--- config.mk ---
export PLATFORM = sky130hd
export DESIGN_NAME = rect_subtract_pieces_unit
export DESIGN_NICKNAME = d
export VERILOG_FILES = /design/src/rtl/rsp_pkg.sv /design/src/rtl/rect_subtract_pieces_unit.sv
export SDC_FILE = /design/constraint.sdc
export NUM_CORES = 1
export LEC_CHECK = 0
export BUFFER_PORTS_ARGS = -buffer_cell sky130_fd_sc_hd__buf_2
export CAP_MARGIN = 5
export CORE_MARGIN = 4
export CORE_UTILIZATION = 30
export CTS_CLUSTER_DIAMETER = 40
export DETAILED_ROUTE_END_ITERATION = 16
export SLEW_MARGIN = 0
export SYNTH_ARGS = -nofsm -noshare
export SYNTH_HDL_FRONTEND = slang
export SYNTH_SLANG_ARGS = --single-unit
--- constraint.sdc ---
create_clock -name clk_i -period 8.3 [get_ports clk_i]
set_input_delay 0.415 -clock clk_i [delete_from_list [all_inputs] [get_ports clk_i]]
set_output_delay 0.415 -clock clk_i [all_outputs]
set_load 0.02 [all_outputs]
--- src/rtl/rsp_pkg.sv ---
// ----------------------------------------------------------------------------
// rsp_pkg
// Types and constants shared by the rectangle subtraction block.
// ----------------------------------------------------------------------------
package rsp_pkg;

  localparam int unsigned COORD_WIDTH = 16;
  localparam int unsigned NUM_PIECES  = 4;
  localparam int unsigned IDX_WIDTH   = 2;

  typedef logic signed [COORD_WIDTH-1:0] coord_t;
  typedef logic [IDX_WIDTH-1:0]          pidx_t;

  typedef struct packed {
    coord_t l;
    coord_t t;
    coord_t r;
    coord_t b;
  } rect_t;

  typedef struct packed {
    coord_t src_left;
    coord_t src_top;
    coord_t src_right;
    coord_t src_bottom;
    coord_t cut_left;
    coord_t cut_top;
    coord_t cut_right;
    coord_t cut_bottom;
  } in_word_t;

  typedef struct packed {
    coord_t piece_left;
    coord_t piece_top;
    coord_t piece_right;
    coord_t piece_bottom;
    logic   piece_valid;
    pidx_t  piece_index;
    logic   last;
  } out_word_t;

endpackage

--- src/rtl/rect_subtract_pieces_unit.sv ---
// ----------------------------------------------------------------------------
// rect_subtract_pieces_unit
// Subtracts a cut rectangle from a source rectangle, giving up to four pieces.
// ----------------------------------------------------------------------------
// Usage:
//   Input channel (in_valid_i / in_stall_o / in_word_i) takes one word per
//   source/cut pair. Output channel (out_valid_o / out_stall_i / out_word_o)
//   gives one word per piece; last marks the final word of a pair. A pair
//   that leaves nothing gives one word with piece_valid clear.
//   Pipeline: input register, piece buffer (holding all pieces of one pair,
//   computed in a single pass), output register. The first piece of a pair
//   goes from the input register through the piece buffer to the output
//   register. Throughput: one output word per cycle while the output is not
//   stalled; a pair with n pieces (1 to 4) gives n words, and pairs giving
//   one word flow at one per cycle. The single output port sets the figure.
//   Reset clears all valid flags; no words are held afterwards.
//   A stalled output holds its word; the buffer and input register fill up
//   behind it and in_stall_o rises once the input register cannot move on.
// ----------------------------------------------------------------------------
module rect_subtract_pieces_unit (
  input  logic               clk_i,
  input  logic               rst_ni,
  input  logic               in_valid_i,
  output logic               in_stall_o,
  input  rsp_pkg::in_word_t  in_word_i,
  output logic               out_valid_o,
  input  logic               out_stall_i,
  output rsp_pkg::out_word_t out_word_o
);

  // input register
  logic              in_vld_q;
  rsp_pkg::in_word_t in_q;

  // piece buffer
  logic                                 pb_vld_q;
  rsp_pkg::rect_t [rsp_pkg::NUM_PIECES-1:0] pb_rect_q, pb_rect_d;
  logic [rsp_pkg::NUM_PIECES-1:0]       pb_mask_q, pb_mask_d;
  logic                                 pb_pv_q, pb_pv_d;
  rsp_pkg::pidx_t                       pb_cnt_q;

  // output register
  logic               out_vld_q;
  rsp_pkg::out_word_t out_q, out_d;

  logic out_free, pb_pop, pb_last, pb_free, in_move, in_free;
  rsp_pkg::pidx_t                 sel;
  logic [rsp_pkg::NUM_PIECES-1:0] mask_rest;

  // normalised rectangles
  rsp_pkg::rect_t s, c;
  rsp_pkg::coord_t t1, b1;
  logic ovl;

  always_comb begin
    s.l = (in_q.src_left > in_q.src_right) ? in_q.src_right : in_q.src_left;
    s.r = (in_q.src_left > in_q.src_right) ? in_q.src_left  : in_q.src_right;
    s.t = (in_q.src_top > in_q.src_bottom) ? in_q.src_bottom : in_q.src_top;
    s.b = (in_q.src_top > in_q.src_bottom) ? in_q.src_top    : in_q.src_bottom;
    c.l = (in_q.cut_left > in_q.cut_right) ? in_q.cut_right : in_q.cut_left;
    c.r = (in_q.cut_left > in_q.cut_right) ? in_q.cut_left  : in_q.cut_right;
    c.t = (in_q.cut_top > in_q.cut_bottom) ? in_q.cut_bottom : in_q.cut_top;
    c.b = (in_q.cut_top > in_q.cut_bottom) ? in_q.cut_top    : in_q.cut_bottom;
  end

  assign ovl = (s.l <= c.r) && (c.l <= s.r) && (s.t <= c.b) && (c.t <= s.b);
  assign t1  = (c.t > s.t) ? c.t : s.t;
  assign b1  = (c.b < s.b) ? c.b : s.b;

  always_comb begin
    pb_rect_d = '0;
    pb_mask_d = '0;
    pb_pv_d   = 1'b1;
    if (!ovl) begin
      pb_rect_d[0] = s;
      pb_mask_d[0] = 1'b1;
    end else begin
      // band above the cut
      pb_rect_d[0] = '{l: s.l, t: s.t, r: s.r, b: c.t - rsp_pkg::coord_t'(1)};
      pb_mask_d[0] = c.t > s.t;
      // band below the cut
      pb_rect_d[1] = '{l: s.l, t: c.b + rsp_pkg::coord_t'(1), r: s.r, b: s.b};
      pb_mask_d[1] = c.b < s.b;
      // left strip
      pb_rect_d[2] = '{l: s.l, t: t1, r: c.l - rsp_pkg::coord_t'(1), b: b1};
      pb_mask_d[2] = c.l > s.l;
      // right strip
      pb_rect_d[3] = '{l: c.r + rsp_pkg::coord_t'(1), t: t1, r: s.r, b: b1};
      pb_mask_d[3] = c.r < s.r;
      if (pb_mask_d == '0) begin
        // cut covers source
        pb_rect_d    = '0;
        pb_mask_d[0] = 1'b1;
        pb_pv_d      = 1'b0;
      end
    end
  end

  // first remaining piece
  always_comb begin
    sel       = '0;
    mask_rest = pb_mask_q;
    if (pb_mask_q[0]) begin
      sel = rsp_pkg::pidx_t'(0);
    end else if (pb_mask_q[1]) begin
      sel = rsp_pkg::pidx_t'(1);
    end else if (pb_mask_q[2]) begin
      sel = rsp_pkg::pidx_t'(2);
    end else begin
      sel = rsp_pkg::pidx_t'(3);
    end
    mask_rest[sel] = 1'b0;
  end

  assign out_free   = !out_vld_q || !out_stall_i;
  assign pb_pop     = pb_vld_q && out_free;
  assign pb_last    = (mask_rest == '0);
  assign pb_free    = !pb_vld_q || (pb_pop && pb_last);
  assign in_move    = in_vld_q && pb_free;
  assign in_free    = !in_vld_q || in_move;
  assign in_stall_o = !in_free;

  always_comb begin
    out_d.piece_left   = pb_rect_q[sel].l;
    out_d.piece_top    = pb_rect_q[sel].t;
    out_d.piece_right  = pb_rect_q[sel].r;
    out_d.piece_bottom = pb_rect_q[sel].b;
    out_d.piece_valid  = pb_pv_q;
    out_d.piece_index  = pb_cnt_q;
    out_d.last         = pb_last;
  end

  always_ff @(posedge clk_i or negedge rst_ni) begin
    if (!rst_ni) begin
      in_vld_q  <= 1'b0;
      pb_vld_q  <= 1'b0;
      pb_mask_q <= '0;
      pb_cnt_q  <= '0;
      out_vld_q <= 1'b0;
    end else begin
      if (in_free) begin
        in_vld_q <= in_valid_i;
      end
      if (in_move) begin
        pb_vld_q  <= 1'b1;
        pb_mask_q <= pb_mask_d;
        pb_cnt_q  <= '0;
      end else if (pb_pop) begin
        pb_vld_q  <= !pb_last;
        pb_mask_q <= mask_rest;
        pb_cnt_q  <= pb_cnt_q + rsp_pkg::pidx_t'(1);
      end
      if (out_free) begin
        out_vld_q <= pb_vld_q;
      end
    end
  end

  always_ff @(posedge clk_i) begin
    if (in_free && in_valid_i) begin
      in_q <= in_word_i;
    end
    if (in_move) begin
      pb_rect_q <= pb_rect_d;
      pb_pv_q   <= pb_pv_d;
    end
    if (pb_pop) begin
      out_q <= out_d;
    end
  end

  assign out_valid_o = out_vld_q;
  assign out_word_o  = out_q;

  a_pb_mask_nonempty : assert property (@(posedge clk_i) disable iff (!rst_ni)
    pb_vld_q |-> (pb_mask_q != '0))
    else $error("piece buffer valid with no pieces left");

  a_pb_count_bound : assert property (@(posedge clk_i) disable iff (!rst_ni)
    pb_vld_q |-> ((int'(pb_cnt_q) + $countones(pb_mask_q)) <= 4))
    else $error("piece count exceeds four");

  a_empty_word_alone : assert property (@(posedge clk_i) disable iff (!rst_ni)
    (out_vld_q && !out_q.piece_valid) |-> (out_q.last && out_q.piece_index == '0))
    else $error("empty result not alone");

  a_run_continues : assert property (@(posedge clk_i) disable iff (!rst_ni)
    (out_vld_q && !out_stall_i && !out_q.last) |=>
      (out_vld_q && out_q.piece_index == $past(out_q.piece_index) + 2'd1))
    else $error("run of pieces broken");

endmodule

==> After elaboration in Yosys (flattened, before gate mapping) <==
Index checks and enable logic that the tools add are counted.
{ "classes": {"reduce_logical": 21, "mux": 29, "order_cmp": 14, "add_sub_neg": 5, "bitwise_logic": 3} }
{ "ops": {"columns": ["operator", "n"], "rows": [
  ["two-way mux 64 bit", 3],
  ["two-way mux 16 bit", 10],
  ["binary-select mux 64 bit (select 2 bit)", 1],
  ["greater-than comparator 16 bit", 6],
  ["<= comparator 16 bit", 4],
  ["adder 16 x 2 -> 16 bit, second input constant", 2],
  ["< comparator 16 bit", 2],
  ["subtractor 16 x 2 -> 16 bit, second input constant", 2],
  ["logical AND 1 bit", 8],
  ["logical NOT 4 bit", 2],
  ["two-way mux 2 bit", 4],
  ["two-way mux 4 bit", 2],
  ["two-way mux 1 bit", 7],
  ["logical NOT 1 bit", 6],
  ["AND 4 bit", 1],
  ["NOT 4 bit", 1],
  ["logical OR 1 bit", 3],
  ["< comparator 2 x 3 -> 1 bit, second input constant", 1],
  ["two-way mux 3 bit", 1],
  ["adder 2 x 1 -> 2 bit, second input constant", 1],
  ["demux 1 bit (select 2 bit)", 1],
  ["greater-or-equal comparator 2 x 1 -> 1 bit, second input constant", 1],
  ["nonzero test 2 bit", 1],
  ["OR reduction 2 bit", 1],
  ["NOT 1 bit", 1]
]} }
{ "totals": {"reg_bits": 398, "elab_cells": 105, "input_bits": 132} }

==> Depth between registers and ports, before layout <==
{ "depth": {"depth_word": 15, "ltp_mapped": 29, "depth_no_buf": 23} }

==> Worst setup path after synthesis <==
OpenSTA, ideal clock, no wires.
{ "synth_path": {"kind": "register to register", "start": "reg in_q[47] in the netlist's numbering", "end": "reg pb_rect_q[54] in the netlist's numbering, data pin", "stages_incl_launch_ff": 25, "path_slack_ps": 2001, "setup_time_ps": 267, "arrival_ps": 6032, "path_buffers": 6, "path_cell_list": "edfxtp_1 ha_1 nand4_1 or4_1 a21o_1 and3_1 nor2_2 buf_6 buf_2 buf_2 buf_1 mux2i_1 ha_1 a21o_1 a21o_1 a21oi_1 nor2b_1 or3b_2 o32ai_1 xor2_1 a211o_1 nor4_2 buf_2 buf_4 nor2_1"} }
{ "synth_rtl": {"columns": ["item", "line", "source"], "rows": [
  ["from (decl)", "rect_subtract_pieces_unit.sv:33", "rsp_pkg::in_word_t in_q;"],
  ["from (signal assigned)", "rect_subtract_pieces_unit.sv:161", "in_q <= in_word_i;"],
  ["to (signal assigned)", "rect_subtract_pieces_unit.sv:164", "pb_rect_q <= pb_rect_d;"],
  ["to (decl)", "rect_subtract_pieces_unit.sv:37", "rsp_pkg::rect_t [rsp_pkg::NUM_PIECES-1:0] pb_rect_q, pb_rect_d;"]
]} }

==> results by group <==
Status
  • Status: completed

Timing
  • Hold Slack: approximately 0.030 ns
  • Slew @ Worst Pin: 1.109 ns
  • Final setup fails: 0
  • Rel. slew slack: 26.10%
  • Final Hold Fails: 0
  • TNS Setup: 0 ns
  • Pins Over Slew Limit: 0
  • Tcrit/Tclk final: around nine tenths
  • Worst setup margin: 0.7676 ns
  • Period minus WS final: 7.532 ns
  • Max frequency: ~130 MHz
  • RSZ-0062 raised after global routing: no
  • Clk_skew: 0.02328 ns

Layout
  • Synth-to-layout area growth: 25.16%
  • Layout Cells excl Fill: 3504
  • Most frequent cells in the layout: edfxtp_1, buf_2, ha_1
  • Final #Nets: 2714
  • Layout cells sized above 1: between 20% and 30%
  • Commonest non-fill, non-tap cell in the layout: edfxtp_1

Detailed routing
  • Initial DRC Count: 1547
  • DRT Pass-1 Iters: 6
  • Detailed-route DRC error count: 0
  • Vias post-DR: roughly 18000
  • Antenna viol nets, final: 0
  • Vias/cell: 5.021
  • DRT Wirelength: 73510 um
  • WL/cell: 20.98 um

Pwr
  • VDD IR-drop max: 0.3530 mV
  • Net Sw Frac: 39.71%
  • Clock network power share: 29.3%
  • Combinational share of power: 39.8%
  • Net Sw Power: 0.004000 W
  • Flop pwr share: a little under a third
  • Internal power: 0.006072 W
  • Design Power: 0.01007 W
  • Pwr dens: around 340 nW/um2
  • Leakage power: 11.78 nW

Floorplan
  • Initial Util: 30.28%
  • Die ar.: just over 80000 um2
  • Num rows: a little over 100
  • Ports: 202
  • Core Area: 77590 um2
  • Chip Width: approximately 290 um
  • Die Y: ~290 um

Global routing
  • Total grt overflow: 0
  • Initial antenna violation count: 2
  • Gr usage total: between 15 and 20%
  • Vias in the first global route: 17308
  • First-pass GRT wire length: 108500 um
  • Largest net degree at the start of global routing: about 120

Worst setup path
  • CP Max Fanout: 40
  • Worst Setup End Kind: flip-flop
  • Worst reg-to-reg setup slack: 0.77 ns
  • Reg2reg start: in_q[127]
  • Worst reg2reg endpoint: pb_rect_q[61]
  • CP Data Arrival Time: 7.83 ns
  • Worst R2R Path Depth: 23
  • Crit path kind: flip-flop to flip-flop
  • CP startpoint kind: flip-flop
  • CP required: approximately 8.6 ns

Clocking
  • Clk pin slew, worst setup/hold paths: 0.05 ns
  • CTS max path bufs: 3
  • CTS tree: built
  • Cts bufs inserted: 69
  • Clock sinks: 398
  • Worst-Skew Late Latency: 0.60 ns
  • H-tree depth: 3
  • Clk root buf: clkbuf_16

Placement
  • GPL Wtd Cong: approximately 0.95
  • HPWL reported at the end of detailed placement: between 50000 and 60000 um
  • Port Buffers: 201
  • Dpl cells: 3262
  • Setup Slack @ Placement: 0.9130 ns

Synthesis
  • Synthesized area per cell: 11.42 um2
  • Asr flop ratio synth: 2.261%
  • Syn Nets: ~2400
  • Top_reg_cell synth: edfxtp_1
  • Cell Area, Synth: 23490 um2
  • Post-synth EDFFs: 389
  • Yosys warns: 0
  • Register area share after synthesis: 50.68%
  • Seq cells post-synth: about 400
  • Mapped Cells: 2058
  • Post-synthesis cell type count: 91

Job
  • Max-cap violations: 0

Worst hold path
  • HP Start: in_word_i[51]
  • Hold WC Path Type: input pin to flip-flop
  • Worst min-delay path endpoint: in_q[51]
  • Hold depth: 1
## final cells by class
cell class                 count  area (um2)
fill                        7604       48190
sequential                   398       11910
multi-input combinational   1408       10550
timing repair buffer         370        2613
clock buffer                  73        1763
tap                         1040        1301
clock inverter                53       658.1
inverter                     161       609.3
antenna                        1       2.502
## worst max-delay path: stages (launching register included)
cell and delay (ns):
edfxtp_1 0.42, ha_1 0.34, nand4_1 0.23, nor2_1 0.13, a211o_1 0.28, or4_1 0.72
nand2_1 0.17, buf_4 0.42, mux2i_1 0.70, inv_1 0.10, ha_1 0.33, a21o_1 0.16
a21o_1 0.19, a21o_1 0.19, a21oi_1 0.15, o21ai_0 0.18, a211oi_1 0.27, o221a_1 0.22
nor3_1 0.08, or3_1 0.36, and3_4 0.21, nor4_4 0.76, buf_4 0.47, nor2_1 0.09
## worst max-delay path by stage
| stage | endpoint | from |
|---|---|---|
| 2_1_floorplan | pb_rect_q[54] | in_q[47] |
| 4_1_cts | pb_rect_q[61] | in_q[127] |
| 3_3_place_gp | pb_pv_q | in_q[127] |
| 6_report | pb_rect_q[61] | in_q[127] |
| 3_5_place_dp | pb_rect_q[61] | in_q[127] |
| 5_1_grt | pb_rect_q[61] | in_q[79] |
## cell usage after synthesis (all sizes together), types with 9 or more instances
cell type  count  area share [%]
a2111oi       21             1.3
xor2           9            0.34
ha           174             9.3
nor4          13            0.43
mux2i        159             6.8
nand2        131             2.1
nor2b         14            0.37
clkbuf        38            0.61
dfrtp          9            0.96
a21oi         93             2.0
o21ai        132             2.8
nor3         125             4.4
nand3         41            0.87
buf           53             1.5
and2           9            0.24
mux2          13            0.62
nand2b        10            0.27
nand4         48             1.3
a31oi         11            0.29
a211oi        15            0.53
nor2         160             2.6
inv          161             2.6
a21o          39             1.2
and3          20            0.58
edfxtp       389              50
xnor2         61             2.3
## sequential cells by signal, summed over array words and instances, names as in the netlist
register / cells
out_word_o: 68
pb_cnt_q: 2
pb_pv_q: 1
pb_mask_q: 4
out_valid_o: 1
in_vld_q: 1
pb_rect_q: 192
pb_vld_q: 1
in_q: 128
## power by group through the flow
stage	combinational (W)	sequential, W	clock [W]
after floorplan	0.00252	0.00328	0
after global placement	0.00391	0.00314	0
after detailed placement	0.00394	0.00315	0
after CTS	0.00400	0.00312	0.00302
after global routing	0.00436	0.00316	0.00312
final	0.00401	0.00311	0.00295
## metal layers
layer	global-route usage, %	share of wire [%]	up-vias	routed length [um]
li1	-	-	8377	-
met1	24.53	46	8560	34140
met2	26.57	44	543	32610
met3	3.191	6.4	115	4732
met4	5.930	2.7	0	2018
met5	0	0	-	0
## cell families (layout without fill, tap and decap cells)
kind of cell | Yosys count | after routing | share of synthesized area (%)
simple gates | 610 | 610 | 14.53
flops | 398 | 398 | 50.68
compound gates | 381 | 381 | 10.74
buf+inv | 252 | 657 | 4.687
fa+ha+maj | 175 | 175 | 9.309
mux | 172 | 172 | 7.451
xor+xnor | 70 | 70 | 2.610
other cells | 0 | 1 | 0
## per-stage QoR
stage / util (%) / instance area [um2]
2_1_floorplan: - / 23490
3_3_place_gp: 33.29 / 25830
3_5_place_dp: 33.29 / 25830
4_1_cts: 37.89 / 29400
5_1_grt: 37.89 / 29400
6_report: 37.90 / 29400
## what timing repair did
item                      CTS  global route
gates resized for setup     0             0
setup buffers               0             0
hold buffers              115             0
hold endpoints to repair  123             0
Power figures use the tool's default switching activity.
